File: src/design/octn_pkg.sv
// ----------------------------------------------------------------------------
// octn_pkg
// Shared widths, register codes and word types of the octahedron projection.
// ----------------------------------------------------------------------------
`default_nettype none

package octn_pkg;

  localparam int COORD_WIDTH = 16;

  // configuration register fields
  localparam int CENTER_W  = 16;
  localparam int ROT_W     = 16;
  localparam int EXT_W     = 16;
  localparam int CFG_W     = 48;
  localparam int CFG_IDX_W = 3;

  localparam logic [CFG_IDX_W-1:0] REG_CENTER  = 3'd0;
  localparam logic [CFG_IDX_W-1:0] REG_ROT0    = 3'd1;
  localparam logic [CFG_IDX_W-1:0] REG_ROT1    = 3'd2;
  localparam logic [CFG_IDX_W-1:0] REG_ROT2    = 3'd3;
  localparam logic [CFG_IDX_W-1:0] REG_EXTENTS = 3'd4;
  localparam logic [CFG_IDX_W-1:0] REG_SPACE   = 3'd5;

  localparam logic [CFG_W-1:0] CENTER_RESET  = 48'h0000_0000_0000;
  localparam logic [CFG_W-1:0] ROT0_RESET    = 48'h0000_0000_4000;
  localparam logic [CFG_W-1:0] ROT1_RESET    = 48'h0000_4000_0000;
  localparam logic [CFG_W-1:0] ROT2_RESET    = 48'h4000_0000_0000;
  localparam logic [CFG_W-1:0] EXTENTS_RESET = 48'h0100_0100_0100;

  localparam int FRAC_ROT  = 14;
  localparam int FRAC_UNIT = 16;

  // reciprocal extents, Q8.16
  localparam int RECIP_W = 24;
  localparam logic [RECIP_W-1:0] RECIP_MAX   = 24'hFF_FFFF;
  localparam logic [RECIP_W-1:0] RECIP_RESET = 24'h01_0000;
  localparam logic [4:0] RECIP_ONE_BIT = 5'd24;
  localparam int DEN_W = 50;
  localparam logic [DEN_W-1:0] DEN_RESET = 50'h3_0000_0000;

  // datapath widths
  localparam int DW  = ((COORD_WIDTH > CENTER_W) ? COORD_WIDTH : CENTER_W) + 1;
  localparam int PRW = DW + ROT_W;
  localparam int ACW = PRW + 2;
  localparam int LW  = DW + 4;
  localparam int ALW = LW + RECIP_W;
  localparam int SW  = ALW + 2;
  localparam int NMW = SW + 1;
  localparam int HIW = NMW - RECIP_W;
  localparam int XW  = NMW + RECIP_W;
  localparam int QW  = LW + 1;
  localparam int PW  = QW + 2;
  localparam int WPW = PW + ROT_W;
  localparam int WSW = WPW + 2;
  localparam int UPW = PW + RECIP_W + 1;
  localparam int RW  = PW + 10;

  typedef struct packed {
    logic signed [COORD_WIDTH-1:0] point_x;
    logic signed [COORD_WIDTH-1:0] point_y;
    logic signed [COORD_WIDTH-1:0] point_z;
  } point_t;

  typedef struct packed {
    logic signed [COORD_WIDTH-1:0] out_x;
    logic signed [COORD_WIDTH-1:0] out_y;
    logic signed [COORD_WIDTH-1:0] out_z;
    logic                          saturated;
  } result_t;

  typedef struct packed {
    logic                         busy;
    logic [DEN_W-1:0]             den;
    logic [2:0][RECIP_W-1:0]      a;
  } recip_status_t;

  typedef struct packed {
    logic [2:0][LW-1:0] l;
    logic [2:0]         lpos;
    logic               nneg;
  } div_side_t;

endpackage

`default_nettype wire

File: src/design/octn_recip.sv
// ----------------------------------------------------------------------------
// octn_recip
// Reciprocal extents and their sum of squares, worked out after an extents
// write: one quotient bit a cycle per axis, then one square a cycle.
// ----------------------------------------------------------------------------
`default_nettype none

module octn_recip (
  input  logic                            clk,
  input  logic                            rst,
  input  logic                            start,
  input  logic [octn_pkg::CFG_W-1:0]      ext,
  output octn_pkg::recip_status_t         status
);
  import octn_pkg::*;

  typedef enum logic [1:0] {IDLE, DIVIDE, SQUARE} state_t;

  state_t                  state;
  logic [1:0]              axis;
  logic [4:0]              bit_cnt;
  logic [EXT_W-1:0]        rem;
  logic [RECIP_W:0]        quo;
  logic [2:0][RECIP_W-1:0] a;
  logic [DEN_W-1:0]        den;

  logic [EXT_W-1:0]        e;
  logic [EXT_W:0]          trial;
  logic                    fits;
  logic [EXT_W-1:0]        rem_next;
  logic [RECIP_W:0]        quo_next;
  logic [RECIP_W-1:0]      recip;
  logic [2*RECIP_W-1:0]    sq;

  always_comb begin
    e        = ext[EXT_W*axis +: EXT_W];
    trial    = {rem, (bit_cnt == RECIP_ONE_BIT)};
    fits     = (trial >= {1'b0, e});
    rem_next = fits ? EXT_W'(trial - {1'b0, e}) : EXT_W'(trial);
    quo_next = {quo[RECIP_W-1:0], fits};
    // zero extent and one-lsb extent both end at the maximum
    if ((e == '0) || (quo_next > {1'b0, RECIP_MAX})) begin
      recip = RECIP_MAX;
    end else begin
      recip = quo_next[RECIP_W-1:0];
    end
    sq = a[axis] * a[axis];
  end

  always_ff @(posedge clk) begin
    if (rst) begin
      state <= IDLE;
      axis  <= '0;
      a     <= {RECIP_RESET, RECIP_RESET, RECIP_RESET};
      den   <= DEN_RESET;
    end else begin
      case (state)
        IDLE: begin
          if (start) begin
            state   <= DIVIDE;
            axis    <= '0;
            bit_cnt <= RECIP_ONE_BIT;
            rem     <= '0;
            quo     <= '0;
          end
        end
        DIVIDE: begin
          if (bit_cnt == '0) begin
            a[axis] <= recip;
            rem     <= '0;
            quo     <= '0;
            bit_cnt <= RECIP_ONE_BIT;
            if (axis == 2'd2) begin
              state <= SQUARE;
              axis  <= '0;
              den   <= '0;
            end else begin
              axis <= axis + 2'd1;
            end
          end else begin
            rem     <= rem_next;
            quo     <= quo_next;
            bit_cnt <= bit_cnt - 5'd1;
          end
        end
        SQUARE: begin
          den <= den + DEN_W'(sq);
          if (axis == 2'd2) begin
            state <= IDLE;
            axis  <= '0;
          end else begin
            axis <= axis + 2'd1;
          end
        end
        default: state <= IDLE;
      endcase
    end
  end

  assign status.busy = (state != IDLE);
  assign status.den  = den;
  assign status.a    = a;

endmodule

`default_nettype wire

File: config.mk
export PLATFORM = sky130hd
export DESIGN_NAME = octn_recip
export DESIGN_NICKNAME = d
export VERILOG_FILES = /design/src/design/octn_pkg.sv /design/src/design/octn_recip.sv
export SDC_FILE = /design/constraint.sdc
export NUM_CORES = 2
export LEC_CHECK = 0
export ABC_CLOCK_PERIOD_IN_PS = 9500
export BUFFER_PORTS_ARGS = -buffer_cell sky130_fd_sc_hd__buf_2
export CAP_MARGIN = 20
export CORE_MARGIN = 2
export CORE_UTILIZATION = 25
export DETAILED_ROUTE_END_ITERATION = 10
export PLACE_DENSITY = 0.4
export SYNTH_ARGS = -nofsm -noshare
export SYNTH_HDL_FRONTEND = slang
export SYNTH_SLANG_ARGS = --single-unit
File: constraint.sdc
create_clock -name clk -period 9.5 [get_ports clk]
set_input_delay 0.95 -clock clk [delete_from_list [all_inputs] [get_ports clk]]
set_output_delay 0.95 -clock clk [all_outputs]
set_load 0.02 [all_outputs]
# Word level (Yosys, flattened, before mapping)
# Cells that the tools add are included.
dict set report classes {
  addsub 4
  n_mul 1
  div 0
  magnitude_cmp 4
  eq_ne 8
  n_shift 1
  mux 28
  bitwise_logic 1
  reduce_logical 14
}
# cell n
set op_table {}
lappend op_table {{$mux W24} 5}
lappend op_table {{$mux W50} 2}
lappend op_table {{$pmux W50 S2} 1}
lappend op_table {{$bwmux W72} 1}
lappend op_table {{$add A50 B48 Y50} 1}
lappend op_table {{$bmux W24 S2} 1}
lappend op_table {{$demux W24 S2} 1}
lappend op_table {{$mul A24 B24 Y48} 1}
lappend op_table {{$mux W16} 3}
lappend op_table {{$pmux W24 S2} 1}
lappend op_table {{$shiftx A48 B7 Y16} 1}
lappend op_table {{$pmux W16 S2} 1}
lappend op_table {{$gt A25 B24 Y1 const B} 1}
lappend op_table {{$ge A17 B16 Y1} 1}
lappend op_table {{$logic_not A16 Y1} 1}
lappend op_table {{$sub A16 B16 Y16} 1}
lappend op_table {{$mux W2} 7}
lappend op_table {{$pmux W2 S3} 2}
lappend op_table {{$mux W5} 2}
lappend op_table {{$pmux W5 S2} 1}
lappend op_table {{$reduce_and A3 Y1} 3}
lappend op_table {{$ne A2 B2 Y1 const B} 4}
lappend op_table {{$reduce_bool A2 Y1} 3}
lappend op_table {{$eq A5 B5 Y1 const B} 1}
lappend op_table {{14 further kinds} 15}
dict set report totals {
  regBits 171
  latch_bits 0
  ram_bits 0
  mem_bits_ro 0
  inputBits 51
  out_inout_bits 123
  elab_cells 70
  n_memories 0
}

# Longest topological paths before layout
dict set report depth {
  depth_word 6
  depth_mapped 35
  ltp_nobuf 29
}

# Worst setup path after synthesis
# OpenSTA, ideal clock, no wires.
dict set report synth_path {
  kind {register -> register}
  from {register axis[1]}
  to {register den[49]}
  setup_time_ns 0.078
  t_arrival_ns 8.282
  required_time_ns 9.422
  path_slack_ns 1.140
  path_stages_with_launch 34
  n_path_buf 6
  synth_period_minus_slack_ns 8.360
  path_cell_list {dfxtp_1 -> nor2b_1 -> clkbuf_1 -> buf_2 -> buf_1 -> buf_2 -> a21o_1 -> clkbuf_1 -> clkbuf_1 -> nand2_1 -> fa_1 -> inv_1 -> fa_1 -> inv_1 -> fa_1 -> inv_1 -> fa_1 -> inv_1 -> fa_1 -> inv_1 -> fa_1 -> inv_1 -> fa_1 -> inv_1 -> ha_1 -> nand2_1 -> o211a_1 -> o41ai_2 -> a211o_2 -> o21ai_2 -> a211o_1 -> and4_4 -> or4_1 -> a32oi_1}
}
dict set report synth_via {
  elab_chain_cells 5
  elab_cells_between_ends 8
  cone_classes {add/sub (1); mul (1); eq/ne (2); mux (3); reduce/logical (1)}
}
# item line
set synth_rtl {}
lappend synth_rtl {{start: declaration} octn_recip.sv:20} ;# logic [1:0] axis;
lappend synth_rtl {{start signal: assignment} octn_recip.sv:78} ;# axis <= axis + 2'd1;
lappend synth_rtl {{start signal: assignment} octn_recip.sv:92} ;# axis <= axis + 2'd1;
lappend synth_rtl {{$bmux W24 S2} octn_recip.sv:47} ;# sq = a[axis] * a[axis];
lappend synth_rtl {{$mux W24 (implied by the code)} octn_recip.sv:47}
lappend synth_rtl {{$mul A24 B24 Y48} octn_recip.sv:47}
lappend synth_rtl {{$add A50 B48 Y50} octn_recip.sv:87} ;# den <= den + DEN_W'(sq);
lappend synth_rtl {{$pmux W50 S2} octn_recip.sv:57} ;# case (state)
lappend synth_rtl {{end signal: assignment} octn_recip.sv:87}
lappend synth_rtl {{end: declaration} octn_recip.sv:25} ;# logic [DEN_W-1:0] den;
# Several ways; a longest one is shown, not always the timed one. The select of a mux whose other input is x is not followed.
# A chain may end at the register's enable or synchronous reset.

# Worst setup path in the final report
dict set report layout_path {
  from {register axis[0]}
  to {register den[49]}
}
# Same word-level chain as after synthesis.

==> flow_metrics.py <==
metrics = {
    "floorplanning": {
        "die-area_sq_um": 104900,
        "floorplan.die.width_um": 323.8,
        "chip_height_um": 323.8,
        "rows": 117,
        "initial_utilization_pct": 25.17,
        "core_area_sq_um": 101600,
        "io_pins": 174,
    },
    "clocking": {
        "htreeDepth": 4,
        "cts-root-to-sink-buffers": 2,
        "cts_root_buffer": "sky130_fd_sc_hd__clkbuf_16",
        "tritoncts": "built",
        "worst_setup_hold_path_clk_slew_ns": 0.08,
        "clock_sinks": 171,
        "numCtsBuffers": 17,
        "worstSkewPairLatency_ns": 0.50,
    },
    "timing": {
        "slew_viol_final": 0,
        "setup_tns_ns": 0,
        "final-setup-viol-count": 0,
        "maxClockFrequency_mhz": 112.4,
        "layout_setup_ws_ns": 0.6042,
        "rsz_0062_raised_after_global_routing": "no",
        "number_of_endpoints_with_negative_hold_slack_in_the_final_report": 0,
        "relSlewSlack_pct": 36.09,
        "post-route-period-util_pct": 93.64,
        "final.setup_skew_ns": 0.02344,
        "worst_pin_slew_ns": 0.9535,
        "fin_crit_ns": 8.896,
        "fin_hold_ws_ns": 0.4775,
    },
    "pwr": {
        "max-vdd-ir-drop_v": 0.0001104,
        "p_leak_nw": 15.01,
        "power_mw": 2.405,
        "power-per-cell-area_nw_per_um2": 83.14,
    },
    "critical_path": {
        "timing.critical_path.slowest_cell_delay_ns": 0.71,
        "critical_path.max_fanout": 21,
        "critPathTopFamily": "adder cells",
        "cp-end-kind": "flop",
        "worst_ep_required_time_ns": 9.92,
        "critical_path_arrival_ns": 9.31,
        "timing.critical_path.mode_cell": "sky130_fd_sc_hd__inv_1",
        "critical_path.n_buffers_inverters": 8,
        "critPathSlowestCell": "sky130_fd_sc_hd__nor2b_2",
        "ff2ff_setup_slack_ns": 0.60,
        "worst_setup_path_start_kind": "flop",
        "worstSetupPathType": "reg -> reg",
    },
    "layout": {
        "finalNetCount": 3749,
        "antenna_cells": 0,
        "post_route_cells_drive_above_1_share_pct": 10.31,
        "nFillCells": 11094,
        "final_util_pct": 28.47,
        "fin_cells": 4414,
        "final_cell_area_sq_um": 28930,
        "area_growth_pct": 13.11,
    },
    "placed_design": {
        "place_worst_setup_slack_ns": 0.3254,
        "port_buffers": 173,
        "placed_cell_area_sq_um": 28320,
        "post-place-cells": 4380,
        "dpl_wire_length_um": 73230,
        "place_congestion": 0.8624,
    },
    "synthesis": {
        "synth_top_family_by_area": "adder cells",
        "register_area_share_after_synthesis_pct": 15.15,
        "post_synth_xor_area_fraction_pct": 2.021,
        "post_synth.cell_area_avg_sq_um": 8.879,
        "async_flop_share_pct": 0,
        "syn_nets": 3596,
        "number_of_different_library_cells_in_the_post_synthesis_netlist": 80,
        "synth.ff_latch_count": 171,
        "synth_enable_flop_cells": 45,
        "dominantRegCellSynth": "sky130_fd_sc_hd__dfxtp_1",
        "muxShareOfSynthArea_pct": 2.231,
        "syn-instance-count": 2880,
        "synth_compound_gate_area_share_pct": 10.13,
        "syn-cell-area_sq_um": 25570,
        "yosys.area_share.adder_pct": 46.25,
        "synthSimpleGateAreaFrac_pct": 11.78,
        "yosysWarnings": 0,
    },
    "flow_run": {
        "drv_cap": 0,
    },
    "global_routing": {
        "grt_max_degree": 53,
        "first_pass_grt_wire_length_um": 134100,
        "antenna_violations_before_repair": 1,
        "grt_overflow": 0,
        "grt_pass1_vias": 20969,
        "grtUsageTotal_pct": 17.32,
    },
    "route": {
        "initial_drt_pass_iterations": 5,
        "vias_per_cell": 4.369,
        "route.detailed.drc": 0,
        "drtAntennaViolNets": 0,
        "vias": 19285,
        "finalWirelength_um": 87630,
        "initialDrtViolationCount": 947,
        "avgRoutedWirePerCell_um": 19.85,
    },
    "worst_hold_path": {
        "hp-class": "reg -> reg",
    },
    "outcome": {
        "status": "finished clean",
    },
}
[layout by cell type (no fill, tap or decap), drive strengths merged, types with 5 or more instances in the layout]
master,instances
nand2b,8
inv,719
xor2,17
or3,7
nand3,23
nor2,336
a211o,5
and3,10
buf,253
nand2,237
a21oi,113
nor2b,9
clkinv,10
and4,7
fa,467
dfxtp,126
mux2i,57
nand4,11
o21ai,43
nor3b,6
and2,27
o21a,13
xnor2,42
ha,198
nor3,16
clkbuf,18
o21bai,8
a31oi,7
a21o,43
a211oi,75
o22ai,6
a22oi,21
edfxtp,45
[area by class of cell]
class	count	area [sq um]	share of cell area, %
multi-input cells	1874	18590	64.28
clock inverters	14	148.9	0.5148
repair buffers	253	1476	5.104
flip-flops and latches	171	3879	13.41
inverters	716	2688	9.291
well taps	1368	1712	5.917
clock buffers	18	429.2	1.484
[flip-flops by register name (all words and copies together), names as in the netlist]
signal   cells
axis         2
bit_cnt      5
den         50
quo         24
rem         16
state        2
status      72
[cells in the mapped netlist, drive strengths merged (10+ instances only)]
cell	count	area, sq um
xor2	17	148.9
a22oi	21	157.7
clkbuf	95	366.6
nor2	336	1261
buf	25	128.9
a21oi	113	569.3
inv	711	2669
dfxtp	126	2522
ha	198	2477
nand2	237	889.6
nor3	16	80.08
nand4	11	68.82
a211oi	75	563.0
mux2i	57	570.6
xnor2	42	367.9
a21o	43	325.3
and2	27	168.9
o21a	13	97.59
edfxtp	45	1351
nand3	23	115.1
fa	467	9349
and3	10	63.81
o21ai	43	219.0
[report_power, final]
part / switching (mW) / total [mW] / internal, mW
logic: 0.485 / 0.777 / 0.293
registers: 0.0478 / 0.878 / 0.830
clock network: 0.398 / 0.749 / 0.351
total: 0.930 / 2.40 / 1.47
[layer usage]
metal / vias up / track usage, % / part of all wire (%)
met5: - / 0 / 0
met4: 0 / 4.218 / 1.9
met3: 68 / 1.885 / 3.5
met2: 357 / 29.20 / 48
met1: 9665 / 23.70 / 47
li1: 9195 / - / -
[final timing paths]
| path | cells past startpoint | start | to |
|---|---|---|---|
| min | 2 | den[5] | den[5] |
| min reg2reg | 2 | den[5] | den[5] |
| max | 29 | axis[0] | den[49] |
| max reg2reg | 29 | axis[0] | den[49] |
[logic make-up after synthesis]
group,after synthesis
muxes,57
and+or+nand+nor,710
adders and majority gates,665
DFF,171
xor gates and xnor gates,59
AOI/OAI and AO/OA,382
buffers and inverters,836
[worst reg2reg max path: cells and delay by family (launching register included)]
family,cells,cell delay (ns)
fa+ha+maj,8,3.94
compound gates,7,1.92
buf+inv,8,0.64
flops,1,0.47
simple gates,6,1.87
[what timing repair did]
item / in CTS / in global routing
hold endpoints to repair: 0 / 0
setup buffers: 0 / 0
gates resized for setup: 0 / 1
hold buffers: 0 / 0
endpoints found under the setup margin: 0 / 3
Power figures use the tool's default switching activity.
